<file path="src/mrev_pkg.sv">
// Shared types and constants of the mouse report event engine.
package mrev_pkg;

  localparam int COORD_BITS   = 12;
  localparam int BUTTON_COUNT = 5;
  localparam int DISP_W       = 12;
  localparam int WHEEL_W      = 8;
  localparam int CFG_IDX_W    = 2;
  localparam int ACCEL_NUM    = 18;
  localparam int RECIP_MUL    = 52429;
  localparam int RECIP_SHIFT  = 19;
  localparam int MAG_W        = DISP_W;
  localparam int PROD_W       = 16;
  localparam int RECIP_W      = 17;
  localparam int QUOT_W       = 12;
  localparam int SUM_W        = ((COORD_BITS > QUOT_W) ? COORD_BITS : QUOT_W) + 2;
  localparam int EV_W         = BUTTON_COUNT + 2;

  localparam logic [CFG_IDX_W-1:0] REG_WIDTH  = CFG_IDX_W'(0);
  localparam logic [CFG_IDX_W-1:0] REG_HEIGHT = CFG_IDX_W'(1);

  typedef enum logic [1:0] {
    EV_MOVE  = 2'd0,
    EV_DOWN  = 2'd1,
    EV_UP    = 2'd2,
    EV_WHEEL = 2'd3
  } event_kind_t;

  typedef struct packed {
    logic [EV_W-1:0]         mask;
    logic [BUTTON_COUNT-1:0] buttons;
    logic [COORD_BITS-1:0]   x;
    logic [COORD_BITS-1:0]   y;
    logic [WHEEL_W-1:0]      wheel;
  } report_desc_t;

endpackage

</file>
<file path="src/mrev_front.sv">
// Front end: accepts reports, scales displacement, updates cursor state, classifies events.
module mrev_front (
  input  logic                                clk,
  input  logic                                rst,
  input  logic                                cfg_we,
  input  logic [mrev_pkg::CFG_IDX_W-1:0]      cfg_index,
  input  logic [mrev_pkg::COORD_BITS-1:0]     cfg_data,
  input  logic                                in_valid,
  output logic                                in_stall,
  input  logic [mrev_pkg::BUTTON_COUNT-1:0]   buttons,
  input  logic signed [mrev_pkg::DISP_W-1:0]  disp_x,
  input  logic signed [mrev_pkg::DISP_W-1:0]  disp_y,
  input  logic signed [mrev_pkg::WHEEL_W-1:0] wheel_delta,
  input  logic                                q_full,
  output logic                                q_push,
  output mrev_pkg::report_desc_t              q_desc
);

  logic [mrev_pkg::COORD_BITS-1:0]   width;
  logic [mrev_pkg::COORD_BITS-1:0]   height;
  logic [mrev_pkg::COORD_BITS-1:0]   pos_x;
  logic [mrev_pkg::COORD_BITS-1:0]   pos_y;
  logic [mrev_pkg::BUTTON_COUNT-1:0] prev_btn;

  logic                              a_valid;
  logic [mrev_pkg::BUTTON_COUNT-1:0] a_btn;
  logic [mrev_pkg::WHEEL_W-1:0]      a_wheel;
  logic [mrev_pkg::QUOT_W-1:0]       a_qx;
  logic [mrev_pkg::QUOT_W-1:0]       a_qy;
  logic                              a_negx;
  logic                              a_negy;

  logic                              accept;
  logic                              b_fire;
  logic                              setup;
  logic [mrev_pkg::QUOT_W-1:0]       qx;
  logic [mrev_pkg::QUOT_W-1:0]       qy;
  logic [mrev_pkg::COORD_BITS-1:0]   nx;
  logic [mrev_pkg::COORD_BITS-1:0]   ny;
  logic [mrev_pkg::BUTTON_COUNT-1:0] changed;
  logic                              moved;
  logic                              wheel_nz;
  logic [mrev_pkg::EV_W-1:0]         mask;
  logic [mrev_pkg::COORD_BITS:0]     cfg_inc;

  function automatic logic [mrev_pkg::QUOT_W-1:0] scale_mag(
    input logic [mrev_pkg::DISP_W-1:0] d
  );
    logic [mrev_pkg::MAG_W-1:0]                          mag;
    logic [mrev_pkg::PROD_W-1:0]                         p18;
    logic [mrev_pkg::PROD_W+mrev_pkg::RECIP_W-1:0]       pq;
    mag = d[mrev_pkg::DISP_W-1] ? (~d + mrev_pkg::MAG_W'(1)) : d;
    p18 = mrev_pkg::PROD_W'(mag) * mrev_pkg::PROD_W'(mrev_pkg::ACCEL_NUM);
    pq  = (mrev_pkg::PROD_W+mrev_pkg::RECIP_W)'(p18)
        * (mrev_pkg::PROD_W+mrev_pkg::RECIP_W)'(mrev_pkg::RECIP_MUL);
    return pq[mrev_pkg::RECIP_SHIFT +: mrev_pkg::QUOT_W];
  endfunction

  function automatic logic [mrev_pkg::COORD_BITS-1:0] move_axis(
    input logic [mrev_pkg::COORD_BITS-1:0] pos,
    input logic [mrev_pkg::QUOT_W-1:0]     q,
    input logic                            neg,
    input logic [mrev_pkg::COORD_BITS-1:0] size
  );
    logic signed [mrev_pkg::SUM_W-1:0] step;
    logic signed [mrev_pkg::SUM_W-1:0] np;
    step = neg ? -$signed(mrev_pkg::SUM_W'(q)) : $signed(mrev_pkg::SUM_W'(q));
    np   = $signed(mrev_pkg::SUM_W'(pos)) + step;
    if (np[mrev_pkg::SUM_W-1] || (np >= $signed(mrev_pkg::SUM_W'(size)))) begin
      return pos;
    end
    return np[mrev_pkg::COORD_BITS-1:0];
  endfunction

  assign in_stall = a_valid && q_full;
  assign accept   = in_valid && !in_stall;
  assign b_fire   = a_valid && !q_full;
  assign setup    = (width != '0) && (height != '0);
  assign qx       = scale_mag(disp_x);
  assign qy       = scale_mag(disp_y);
  assign cfg_inc  = {1'b0, cfg_data} + (mrev_pkg::COORD_BITS+1)'(1);

  always_comb begin
    nx       = move_axis(pos_x, a_qx, a_negx, width);
    ny       = move_axis(pos_y, a_qy, a_negy, height);
    moved    = (nx != pos_x) || (ny != pos_y);
    changed  = prev_btn ^ a_btn;
    wheel_nz = a_wheel != '0;
    mask     = {wheel_nz, changed, moved};
    q_push   = b_fire && setup && (mask != '0);
    q_desc.mask    = mask;
    q_desc.buttons = a_btn;
    q_desc.x       = nx;
    q_desc.y       = ny;
    q_desc.wheel   = a_wheel;
  end

  always_ff @(posedge clk) begin
    if (accept) begin
      a_btn   <= buttons;
      a_wheel <= wheel_delta;
      a_qx    <= qx;
      a_qy    <= qy;
      a_negx  <= disp_x[mrev_pkg::DISP_W-1];
      a_negy  <= disp_y[mrev_pkg::DISP_W-1];
    end
  end

  always_ff @(posedge clk) begin
    if (rst) begin
      a_valid  <= 1'b0;
      width    <= '0;
      height   <= '0;
      pos_x    <= '0;
      pos_y    <= '0;
      prev_btn <= '0;
    end else begin
      if (accept) begin
        a_valid <= 1'b1;
      end else if (b_fire) begin
        a_valid <= 1'b0;
      end
      if (b_fire && setup) begin
        pos_x    <= nx;
        pos_y    <= ny;
        prev_btn <= a_btn;
      end
      if (cfg_we) begin
        case (cfg_index)
          mrev_pkg::REG_WIDTH: begin
            width <= cfg_data;
            pos_x <= cfg_inc[mrev_pkg::COORD_BITS:1];
          end
          mrev_pkg::REG_HEIGHT: begin
            height <= cfg_data;
            pos_y  <= cfg_inc[mrev_pkg::COORD_BITS:1];
          end
          default: begin
          end
        endcase
      end
    end
  end

endmodule

</file>
<file path="src/mrev_queue.sv">
// Two-entry queue of classified reports between front and back end.
module mrev_queue (
  input  logic                   clk,
  input  logic                   rst,
  input  logic                   push,
  input  mrev_pkg::report_desc_t push_desc,
  output logic                   full,
  input  logic                   pop,
  output logic                   head_valid,
  output mrev_pkg::report_desc_t head
);

  mrev_pkg::report_desc_t store [2];
  logic       wr_ptr;
  logic       rd_ptr;
  logic [1:0] count;

  assign full       = count == 2'd2;
  assign head_valid = count != 2'd0;
  assign head       = store[rd_ptr];

  always_ff @(posedge clk) begin
    if (push) begin
      store[wr_ptr] <= push_desc;
    end
  end

  always_ff @(posedge clk) begin
    if (rst) begin
      wr_ptr <= 1'b0;
      rd_ptr <= 1'b0;
      count  <= 2'd0;
    end else begin
      if (push) begin
        wr_ptr <= ~wr_ptr;
      end
      if (pop) begin
        rd_ptr <= ~rd_ptr;
      end
      case ({push, pop})
        2'b10:   count <= count + 2'd1;
        2'b01:   count <= count - 2'd1;
        default: count <= count;
      endcase
    end
  end

endmodule

</file>
<file path="src/mrev_back.sv">
// Back end: walks each report's event mask and emits one event per cycle while out_stall does not hold the output.
module mrev_back (
  input  logic                                 clk,
  input  logic                                 rst,
  input  logic                                 q_valid,
  input  mrev_pkg::report_desc_t               q_head,
  output logic                                 q_pop,
  output logic                                 out_valid,
  input  logic                                 out_stall,
  output mrev_pkg::event_kind_t                event_kind,
  output logic [mrev_pkg::BUTTON_COUNT-1:0]    event_buttons,
  output logic [mrev_pkg::COORD_BITS-1:0]      cursor_x,
  output logic [mrev_pkg::COORD_BITS-1:0]      cursor_y,
  output logic signed [mrev_pkg::WHEEL_W-1:0]  wheel_out,
  output logic                                 last_event
);

  mrev_pkg::report_desc_t    cur;
  logic                      cur_valid;
  logic [mrev_pkg::EV_W-1:0] rem;

  logic                              out_load;
  logic [mrev_pkg::EV_W-1:0]         pick;
  logic [mrev_pkg::EV_W-1:0]         rem_next;
  logic                              cur_done;
  logic [mrev_pkg::BUTTON_COUNT-1:0] btn_pick;
  mrev_pkg::event_kind_t             kind;
  logic [mrev_pkg::BUTTON_COUNT-1:0] ev_btn;

  always_comb begin
    out_load = !out_valid || !out_stall;
    pick     = rem & (~rem + mrev_pkg::EV_W'(1));
    rem_next = rem & ~pick;
    cur_done = out_load && cur_valid && (rem_next == '0);
    q_pop    = q_valid && (!cur_valid || cur_done);
    btn_pick = pick[mrev_pkg::BUTTON_COUNT:1];
    if (pick[0]) begin
      kind   = mrev_pkg::EV_MOVE;
      ev_btn = cur.buttons;
    end else if (pick[mrev_pkg::EV_W-1]) begin
      kind   = mrev_pkg::EV_WHEEL;
      ev_btn = cur.buttons;
    end else begin
      kind   = ((cur.buttons & btn_pick) != '0) ? mrev_pkg::EV_DOWN : mrev_pkg::EV_UP;
      ev_btn = btn_pick;
    end
  end

  always_ff @(posedge clk) begin
    if (q_pop) begin
      cur <= q_head;
    end
    if (out_load && cur_valid) begin
      event_kind    <= kind;
      event_buttons <= ev_btn;
      cursor_x      <= cur.x;
      cursor_y      <= cur.y;
      wheel_out     <= cur.wheel;
      last_event    <= rem_next == '0;
    end
  end

  always_ff @(posedge clk) begin
    if (rst) begin
      cur_valid <= 1'b0;
      rem       <= '0;
      out_valid <= 1'b0;
    end else begin
      if (out_load) begin
        out_valid <= cur_valid;
      end
      if (q_pop) begin
        cur_valid <= 1'b1;
        rem       <= q_head.mask;
      end else begin
        if (cur_done) begin
          cur_valid <= 1'b0;
        end
        if (out_load && cur_valid) begin
          rem <= rem_next;
        end
      end
    end
  end

endmodule

</file>
<file path="src/mouse_report_event_engine_top.sv">
// Top level of the mouse report event engine.
// Each report runs through a two-stage front end (displacement scaling by 18/10, then the
// per-axis position update and event classification), a two-entry queue and a back end
// that emits one event per cycle from an output register while out_stall is low. A report
// producing n events (0 to 7) holds the back end for its n events, and the back end takes
// the next report as its last event is loaded, so the single event output port sets the
// sustained report rate. Reports are dropped while either screen dimension is zero, and
// writing a dimension recenters that axis.
module mouse_report_event_engine_top (
  input  logic                                 clk,
  input  logic                                 rst,
  input  logic                                 cfg_we,
  input  logic [mrev_pkg::CFG_IDX_W-1:0]       cfg_index,
  input  logic [mrev_pkg::COORD_BITS-1:0]      cfg_data,
  input  logic                                 in_valid,
  output logic                                 in_stall,
  input  logic [mrev_pkg::BUTTON_COUNT-1:0]    buttons,
  input  logic signed [mrev_pkg::DISP_W-1:0]   disp_x,
  input  logic signed [mrev_pkg::DISP_W-1:0]   disp_y,
  input  logic signed [mrev_pkg::WHEEL_W-1:0]  wheel_delta,
  output logic                                 out_valid,
  input  logic                                 out_stall,
  output logic [1:0]                           event_kind,
  output logic [mrev_pkg::BUTTON_COUNT-1:0]    event_buttons,
  output logic [mrev_pkg::COORD_BITS-1:0]      cursor_x,
  output logic [mrev_pkg::COORD_BITS-1:0]      cursor_y,
  output logic signed [mrev_pkg::WHEEL_W-1:0]  wheel_out,
  output logic                                 last_event
);

  logic                   q_push;
  logic                   q_full;
  logic                   q_pop;
  logic                   q_valid;
  mrev_pkg::report_desc_t q_desc;
  mrev_pkg::report_desc_t q_head;
  mrev_pkg::event_kind_t  kind;

  assign event_kind = kind;

  mrev_front u_front (
    .clk         (clk),
    .rst         (rst),
    .cfg_we      (cfg_we),
    .cfg_index   (cfg_index),
    .cfg_data    (cfg_data),
    .in_valid    (in_valid),
    .in_stall    (in_stall),
    .buttons     (buttons),
    .disp_x      (disp_x),
    .disp_y      (disp_y),
    .wheel_delta (wheel_delta),
    .q_full      (q_full),
    .q_push      (q_push),
    .q_desc      (q_desc)
  );

  mrev_queue u_queue (
    .clk        (clk),
    .rst        (rst),
    .push       (q_push),
    .push_desc  (q_desc),
    .full       (q_full),
    .pop        (q_pop),
    .head_valid (q_valid),
    .head       (q_head)
  );

  mrev_back u_back (
    .clk           (clk),
    .rst           (rst),
    .q_valid       (q_valid),
    .q_head        (q_head),
    .q_pop         (q_pop),
    .out_valid     (out_valid),
    .out_stall     (out_stall),
    .event_kind    (kind),
    .event_buttons (event_buttons),
    .cursor_x      (cursor_x),
    .cursor_y      (cursor_y),
    .wheel_out     (wheel_out),
    .last_event    (last_event)
  );

  a_push_room: assert property (@(posedge clk) disable iff (rst) q_push |-> !q_full)
    else $error("item pushed into full queue");

  a_pop_data: assert property (@(posedge clk) disable iff (rst) q_pop |-> q_valid)
    else $error("item popped from empty queue");

  a_push_mask: assert property (@(posedge clk) disable iff (rst)
    q_push |-> (q_desc.mask != '0))
    else $error("queued item carries no event");

endmodule

</file>
<file path="config.mk">
export PLATFORM = sky130hd
export DESIGN_NAME = mouse_report_event_engine_top
export DESIGN_NICKNAME = d
export VERILOG_FILES = /design/src/mrev_pkg.sv /design/src/mrev_front.sv /design/src/mrev_queue.sv /design/src/mrev_back.sv /design/src/mouse_report_event_engine_top.sv
export SDC_FILE = /design/constraint.sdc
export NUM_CORES = 1
export LEC_CHECK = 0
export BUFFER_PORTS_ARGS = -buffer_cell sky130_fd_sc_hd__clkbuf_2
export CAP_MARGIN = 10
export CORE_MARGIN = 2
export CORE_UTILIZATION = 60
export CTS_BUF_LIST = sky130_fd_sc_hd__clkbuf_4
export DETAILED_ROUTE_END_ITERATION = 6
export PLACE_DENSITY = 0.78
export SYNTH_ARGS = -nofsm -noshare
export SYNTH_HDL_FRONTEND = slang
export SYNTH_SLANG_ARGS = --single-unit
</file>
<file path="constraint.sdc">
create_clock -name clk -period 16.8 [get_ports clk]
set_clock_uncertainty 0.15 [all_clocks]
set_input_delay 5.04 -clock clk [delete_from_list [all_inputs] [get_ports clk]]
set_output_delay 5.04 -clock clk [all_outputs]
set_load 0.01 [all_outputs]
</file>
## Yosys cells after proc, flatten, opt, wreduce, memory -nomap -nowiden

Memories as Yosys holds them, arrays and structs flattened. A register that Yosys moved wholly into a read port is not among the register bits.
Cells that the tools add are included.

- Logic and storage cells: 125
- Memories: 1
- Output and inout bits: 42
- Bits in writable memories: 88
- Input port bits: 56
- Register bits after elaboration: 183

- Mux-type cells: 31
- Add/sub/neg operators: 10
- Equal/unequal tests: 6
- $lt $le $gt $ge: 2
- Reduce and logical (&&, ||, !) cells: 33
- Bitwise logic cells: 10
- $mul: 4

Memory list:

| name | depth | bits a word | rd ports | clocked after memory_dff | wr ports | RTL line | text |
|---|---|---|---|---|---|---|---|
| u_queue.store | 2 | 44 | 1 | 1 | 1 | mrev_queue.sv:13 | `mrev_pkg::report_desc_t store [2];` |

Operators by type and width:

| operator | count |
|---|---|
| $mux W12 | 12 |
| $mul A15 B16 Y30 const B | 2 |
| $mul A12 B4 Y15 const B | 2 |
| $add A13 B14 Y14 | 2 |
| $ge A14 B13 Y1 | 2 |
| $mux W14 | 2 |
| $neg A12 Y14 | 2 |
| $add A12 B1 Y12 const B | 2 |
| $ne A12 B12 Y1 | 2 |
| $not A12 Y12 | 2 |
| $reduce_bool A12 Y1 | 2 |
| $and A7 B7 Y7 | 2 |
| $mux W7 | 2 |
| $not A7 Y7 | 2 |
| $add A12 B1 Y13 const B | 1 |
| $mux W1 | 10 |
| $mux W5 | 2 |
| $reduce_bool A2 Y1 | 5 |
| $logic_and A1 B1 Y1 | 9 |
| $reduce_bool A8 Y1 | 1 |
| $add A7 B1 Y7 const B | 1 |
| $logic_not A7 Y1 | 1 |
| $reduce_bool A7 Y1 | 1 |
| $and A5 B5 Y5 | 1 |
| other kinds (13) | 26 |

## Logic depth before layout (Yosys ltp)

Gate-level depths: netlist of run 1.

- Depth in word-level cells: 13
- Gate-level depth with buffers: 37
- Gate-level depth less buffers: 37

## Cells and area by module

A second synthesis of run 1 with hierarchy kept.

- Cells, all modules: 1976
- Area total of the unflattened synthesis: 21310.4 um2

Modules (own cells, without submodules):

| module | cells an instance | times used | area an instance (um2) | seq. area each (um2) |
|---|---|---|---|---|
| mrev_front | 1664 | 1 | 15021.9 | 2252.2 |
| mrev_queue | 159 | 1 | 3370.7 | 2742.6 |
| mrev_back | 153 | 1 | 2917.8 | 2492.4 |

## Worst setup path after synthesis of run 1

No wires, ideal clock.

- Path kind: input to register
- From: input disp_y[3] (netlist name)
- To: register u_front.a_qy[11] (netlist name), data pin
- Cell stages on the path: 28
- Setup time: 0.261 ns
- Arrival: 13.465 ns
- Data required time: 16.389 ns
- Path buffers: 2
- Path slack: 2.924 ns
- Path through: or4_4 buf_6 or4_2 inv_1 ha_1 ha_1 o41ai_1 maj3_4 nor3_1 or2_2 clkbuf_1 xnor2_1 fa_1 inv_1 fa_1 fa_1 inv_1 fa_1 fa_1 ha_1 a21oi_1 o21ai_0 a221oi_1 o21ai_1 a41oi_1 a211oi_1 or4_2 a311o_1

- Longest elaborated chain between the ends: 5

Ends and longest elaborated chain:

| what | RTL line | text |
|---|---|---|
| from (decl) | mouse_report_event_engine_top.sv:19 | `input logic signed [mrev_pkg::DISP_W-1:0] disp_y,` |
| $not A12 Y12 | mrev_front.sv:52 | `mag = d[mrev_pkg::DISP_W-1] ? (~d + mrev_pkg::MAG_W'(1)) : d;` |
| $add A12 B1 Y12 | mrev_front.sv:52 |  |
| $mux W12 (*) | mrev_front.sv:52 |  |
| $mul A12 B4 Y15 (*) | mrev_front.sv:53 | `p18 = mrev_pkg::PROD_W'(mag) * mrev_pkg::PROD_W'(mrev_pkg::ACCEL_NUM);` |
| $mul A15 B16 Y30 (*) | mrev_front.sv:55 | `* (mrev_pkg::PROD_W+mrev_pkg::RECIP_W)'(mrev_pkg::RECIP_MUL);` |
| via u_front.qy, one bit | mrev_front.sv:37 | `logic [mrev_pkg::QUOT_W-1:0] qy;` |
| to (signal assigned) | mrev_front.sv:103 | `a_qy <= qy;` |
| to (decl) | mrev_front.sv:29 | `logic [mrev_pkg::QUOT_W-1:0] a_qy;` |

Mark *: on every way through the listed nets, which the timed path passes. The rest lies on a longest branch.
A chain may end at the register's enable or synchronous reset.

## Worst setup path after layout of run 1

- From: input disp_y[0] (netlist name)
- To: register u_front.a_qy[10] (netlist name), data pin

Same word-level chain as after synthesis.

==> impl_results.md, run 1 <==
- DR iter-0 viols: 740
- Register area share after synthesis: 34.57%
- Inserted Clock Buffers: 60
- Detailed Route WL: 45240 microns
- Clock buffer depth: 3
- Largest cells by area after synthesis: edfxtp_1 28%, ha_1 17%, fa_1 11%, dfxtp_1 6.3%, inv_1 5.1%
- Flop2flop setup slack: 9.93 ns
- Fmax: 0.07184 GHz
- Final Setup Violations: 0
- Starting Density: 60.89%
- TritonCTS clock tree: yes
- Synth warn: 0
- Crit-path leading delay family: adder cells
- DR vias: 15320
- Class of the worst hold path: reg -> reg
- DRC viols: 0
- Post-Syn Area: 0.02166 sq mm
- Worst setup EP type: flip-flop
- Commonest non-fill, non-tap cell in the layout: ha_1
- Area of the multi-input gates: 0.01288 sq mm
- DR WL/cell: 16.94 microns
- Global-route wire length before repair: 75950 microns
- Hold_buf cts: 0
- RSZ-0062 raised after global routing: false
- Fill count: 2738
- Total track usage: 24.54%
- Post-synthesis cell count: 2039
- Final period utilization: 82.86%
- EDFF count, synth: 204
- DP HPWL: 36500 microns
- Worst path arrival time: 14.23 ns
- Slowest CP cell: or4_2
- Average size of a mapped cell: 10.62 sq um
- Post-CTS setup repair buffer count: 0
- Final Max Slew Viols: 0
- Synth cell types: 92
- Main flop type after synthesis: edfxtp_1
- Slowest stage delay, CP: 0.71 ns
- Syn nets: 2512
- Root buf cell: clkbuf_4
- Remaining Overflow, GRT: 0
- Final Core Density: 65.81%
- Sequential cell area: 0.007488 sq mm
- Commonest non-fill, non-tap cells in the layout: 296 x ha_1, 293 x inv_1, 204 x edfxtp_1, 137 x nand2_1, 121 x fa_1
- Die Ht: 194.0 microns
- Clock transition at the registers of the reported paths: 0.07 ns
- Die width: 194.0 microns
- Crit path kind: in -> reg
- #FFs+latches synth: 272
- Htree depth: 2
- Nets: 2627
- Largest net degree at the start of global routing: 57
- Via/cell ratio: 5.734
- Num rows: 69
- Core footprint: 0.03557 sq mm
- Slew margin rel.: 26.56%
- Total negative setup slack: 0 ns
- CP required: 17.11 ns
- Post-layout min period: 13.92 ns
- Crit-path max FO: 6
- Clock latency on the worst-skew pair: 0.74 ns
- Worst Tran Pin Value: 1.102 ns
- Synth-to-layout area growth: 8.082%
- Num Clock Sinks: 272
- Startpoint Class: input pin
- Die ar.: 0.03763 sq mm
- MaxCap Viol Count: 0
- Initial antenna violation count: 7
- Vias in the first global route: 15780
- Cell repeated most along the worst path: fa_1
- Async S/R FF share, synth: 0%
- Share of the synthesized area in the top cell type: 28.29%
- Status: finished clean
- Post-synth top area cell: edfxtp_1
- CP bufs+invs: 4
- CTS resizes: 0
- Layout cells sized above 1: 13.29%
- Placer congestion estimate: 0.9105
- # IOs: 98
- Post-DRT Antenna Nets: 0
- Final number of hold-violating endpoints: 0
- Port Buffer Count: 97
- First drt pass iteration count: 5
==> synthesized netlist by cell type, types with 21 or more instances <==
cell type  count
inv_1        294
ha_1         296
a21o_1        21
nor2_1       101
nand2b_1      22
a21oi_1       87
clkbuf_1      37
nand3_1       27
o21ai_0       59
edfxtp_1     204
mux2_2        58
xor2_1        44
xnor2_1       92
dfxtp_1       68
nor3_1        36
fa_1         121
nand2_1      137
==> cells by family after synthesis <==
| family | share of synthesized area (%) |
|---|---|
| AND/OR/NAND/NOR | 9.839 |
| adder cells (fa/ha/maj) | 28.44 |
| buffers and inverters | 6.124 |
| AO/OA/AOI/OAI | 10.92 |
| flip-flops | 34.57 |
| XOR/XNOR | 6.153 |
| multiplexers | 3.952 |
==> metal layers <==
layer / vias to the layer above / routed length [microns] / GRT usage [%]
met5: - / 13 / 0
met4: 2 / 1587 / 9.119
met3: 99 / 2207 / 3.635
met2: 369 / 23050 / 44.14
met1: 7395 / 18380 / 29.83
li1: 7450 / - / -
==> registers in the layout (all words and copies together) (netlist names), 12 cells and up, named ones only <==
name	cells
u_front.pos_y	12
u_back.cursor_y	12
u_front.height	12
u_front.width	12
u_back.cur	37
u_front.a_qy	12
u_front.pos_x	12
u_front.a_qx	12
u_back.cursor_x	12
u_queue.store	88
==> worst reg2reg max path, stage by stage (launching register included) <==
cell and delay (ns):
edfxtp_1 0.43, nor4_1 0.54, nand2_1 0.19, o31ai_1 0.27
xnor2_1 0.22, ha_1 0.38, o21ai_0 0.49, nor3_1 0.14
a211oi_1 0.53, ha_1 0.38, a21oi_1 0.15, o21ai_0 0.13
or3_1 0.33, o311a_1 0.31, a211oi_1 0.23, o21ai_1 0.22
o221ai_1 0.36, nand3_1 0.16, clkinv_1 0.46, buf_4 0.43
==> path summary, 6_finish.rpt <==
kind,startpoint,to,depth (start not counted)
min,u_back.cur[1]$_DFFE_PP_,u_back.wheel_out[1]$_DFFE_PP_,0
max reg2reg,u_front.a_qy[3]$_DFFE_PP_,u_queue.store[0][7]$_DFFE_PP_,19
max,disp_y[0],u_front.a_qy[10]$_DFFE_PP_,33
min reg2reg,u_back.cur[1]$_DFFE_PP_,u_back.wheel_out[1]$_DFFE_PP_,0
==> through the flow <==
step | hold WS [ns] | cell area, sq um | worst slack [ns] | std cells
after floorplan | 0.2503 | 21660 | 2.924 | 2039
after global placement | 0.2511 | 22590 | 2.312 | 2553
after detailed placement | 0.2545 | 22590 | 2.125 | 2553
after CTS | 0.2664 | 23390 | 2.881 | 2665
after global routing | 0.2740 | 23400 | 2.271 | 2668
final | 0.2606 | 23410 | 2.879 | 2671
==> area by class of cell <==
cell class | instances | share of cell area [%]
sequential | 272 | 31.99
clock buffer | 91 | 2.919
clock inverter | 21 | 0.5238
tap | 461 | 2.464
inverter | 295 | 4.731
timing repair buffer | 104 | 2.298
multi-input combinational | 1421 | 55.01
antenna | 6 | 0.06414
Power of run 1 is not shown: default switching activity piles up to over one toggle a cycle in this logic, so the estimate is an artifact.
==> run 2: changes to the inputs <==
==> constraint.sdc (replaced) <==
create_clock -name clk -period 13.45 [get_ports clk]
set_clock_uncertainty 0.15 [all_clocks]
set_input_delay 4.035 -clock clk [delete_from_list [all_inputs] [get_ports clk]]
set_output_delay 4.035 -clock clk [all_outputs]
set_load 0.01 [all_outputs]
==> run 2 against run 1 <==
- the flow now finishes with violations (design-rule violations)
- first-iteration DRC count down 4.9%
- final area grew 0.47%
- global-route usage is 0.61 points lower
- register-to-register slack got worse by 3.2 ns
- routed wire length fell by 1.1%
- critical path depth decreased by 3
- clock-buffer cell count shrank 5
- non-clock buffer count up 7
- worst setup slack lost 2.2 ns
- die area did not move
- sequential share of layout area fell by 0.15 points
- critical path type unchanged
- critical endpoint is now u_front.a_qy[11]$_DFFE_PP_
==> impl_results.md, run 2 (synthesis gave the netlist of run 1 again) <==
- Status: complete, but fails checks
- Failing checks: design-rule violations
- Total track usage: 23.94% (-0.61 points)
- Global-route wire length before repair: 73910 microns (-2.7%)
- Final worst slack: 0.6618 ns (-2.218 ns)
- Post-DRT Antenna Nets: 0 (unchanged)
- Most flops, register: u_queue.store
- Crit-path max FO: 7 (+1)
- Largest register FFs: 88 (unchanged)
- Flop2flop setup slack: 6.73 ns (-3.20 ns)
- Top sig layer: met5
- Num Clock Sinks: 272 (unchanged)
- Post-CTS setup repair buffer count: 0 (unchanged)
- Crit path kind: in -> reg
- Pre-CTS WS: -0.04581 ns (-2.171 ns)
- DR vias: 15290 (-0.14%)
- Post-layout min period: 12.79 ns
- Fill count: 2730 (-0.29%)
- RSZ-0062 raised after global routing: false
- Clock latency on the worst-skew pair: 0.75 ns (about the same)
- Final Max Slew Viols: 0 (unchanged)
- Commonest non-fill, non-tap cell in the layout: ha_1
- Die Ht: 194.0 microns (unchanged)
- Slowest stage delay, CP: 0.73 ns (+0.02 ns)
- Vias in the first global route: 15530 (-1.5%)
- Slowest CP cell: or4_2
- Layout cells sized above 1: 13.42% (+0.13 points)
- Via/cell ratio: 5.708 (-0.44%)
- Worst path arrival time: 13.10 ns (-1.13 ns)
- Detailed Route WL: 44770 microns (-1.1%)
- Final period utilization: 95.08%
- Class of the worst hold path: reg -> reg
- Final number of hold-violating endpoints: 0 (unchanged)
- CP required: 13.76 ns (-3.35 ns)
- Commonest non-fill, non-tap cells in the layout: 296 x ha_1, 293 x inv_1, 204 x edfxtp_1, 137 x nand2_1, 121 x fa_1
- Port Buffer Count: 97 (unchanged)
- Core footprint: 0.03557 sq mm (unchanged)
- Min-delay src: u_back.cur[9]$_DFFE_PP_
- # IOs: 98 (unchanged)
- Crit. Startpoint: disp_y[3]
- DP HPWL: 35940 microns (-1.5%)
- Largest net degree at the start of global routing: 57 (unchanged)
- Placer congestion estimate: 0.9272 (+1.8%)
- Htree depth: 2 (unchanged)
- Startpoint Class: input pin
- Met3 wire length: 2089 microns (-5.3%)
- DRC viols: 4 (+4)
- Synth-to-layout area growth: 8.591%
- Num rows: 69 (unchanged)
- Clock buffer depth: 3 (unchanged)
- WL met1: 18440 microns (+0.30%)
- Nets: 2635 (+0.30%)
- MaxCap Viol Count: 0 (unchanged)
- TritonCTS clock tree: yes
- Starting Density: 60.89% (unchanged)
- Inserted Clock Buffers: 61 (+1.7%)
- Initial antenna violation count: 7 (unchanged)
- First drt pass iteration count: 7 (+2)
- DR WL/cell: 16.71 microns (-1.3%)
- Worst Tran Pin Value: 1.084 ns (-0.01732 ns)
- Worst setup EP type: flip-flop
- Top Registers: u_queue.store x88, u_back.cur x37
- Fmax: 0.07820 GHz
- Crit-path leading delay family: adder cells
- Met2 routed WL: 22880 microns (-0.75%)
- Root buf cell: clkbuf_4
- Clock transition at the registers of the reported paths: 0.07 ns (about the same)
- Cell repeated most along the worst path: fa_1
- CTS resizes: 0 (unchanged)
- Slew margin rel.: 27.71% (+1.2 points)
- Remaining Overflow, GRT: 0 (unchanged)
- DR iter-0 viols: 704 (-4.9%)
- Die width: 194.0 microns (unchanged)
- Hold_buf cts: 0 (unchanged)
- Die ar.: 0.03763 sq mm (unchanged)
- RR Startpoint: u_front.a_qy[3]$_DFFE_PP_
- CP bufs+invs: 5 (+1)
- Final Setup Violations: 0 (unchanged)
## run 2: cell types whose count changed in the layout (fill, tap and decap cells not counted)
cell and change:
inv_8 -1, bufinv_16 +3, buf_4 +7, clkbuf_4 -5, diode_2 -1, clkinv_1 +5
## run 2: per-stage QoR
stage | hold WS (ns) | instance area, sq um | setup TNS (ns) | cells | utilization (%)
4_1_cts | 0.2707 | 23510 | 0 | 2674 | 66.08
6_report | 0.2686 | 23520 | 0 | 2679 | 66.12
3_3_place_gp | 0.2511 | 22640 | 0 | 2560 | 63.65
2_1_floorplan | 0.2503 | 21660 | 0 | 2039 | -
3_5_place_dp | 0.2545 | 22640 | -0.08567 | 2560 | 63.65
5_1_grt | 0.2746 | 23510 | 0 | 2677 | 66.10
## run 2: path summary, 6_finish.rpt
check | to | cells after the start
setup / recovery | u_front.a_qy[11]$_DFFE_PP_ | 30
hold / removal | u_back.cursor_y[1]$_DFFE_PP_ | 0
setup reg to reg | u_queue.store[1][23]$_DFFE_PP_ | 19
hold reg to reg | u_back.cursor_y[1]$_DFFE_PP_ | 0
## run 2: layout make-up
class / instances / area, sq um / area share [%]
Tap cell: 461 / 576.8 / 2.453
Clock buffer: 86 / 645.6 / 2.745
Antenna cell: 5 / 12.51 / 0.05320
Timing Repair Buffer: 111 / 590.6 / 2.511
Multi-Input combinational cell: 1421 / 12880 / 54.75
Inverter: 295 / 1107 / 4.708
Clock inverter: 28 / 220.2 / 0.9364
Sequential cell: 272 / 7488 / 31.84
## run 2: per-layer routing
metal	vias up	GRT usage, %
li1	7465	-
met1	7372	28.83
met2	361	43.48
met3	91	3.722
met4	4	8.305
met5	-	0
Power of run 2 is left out for the same reason.
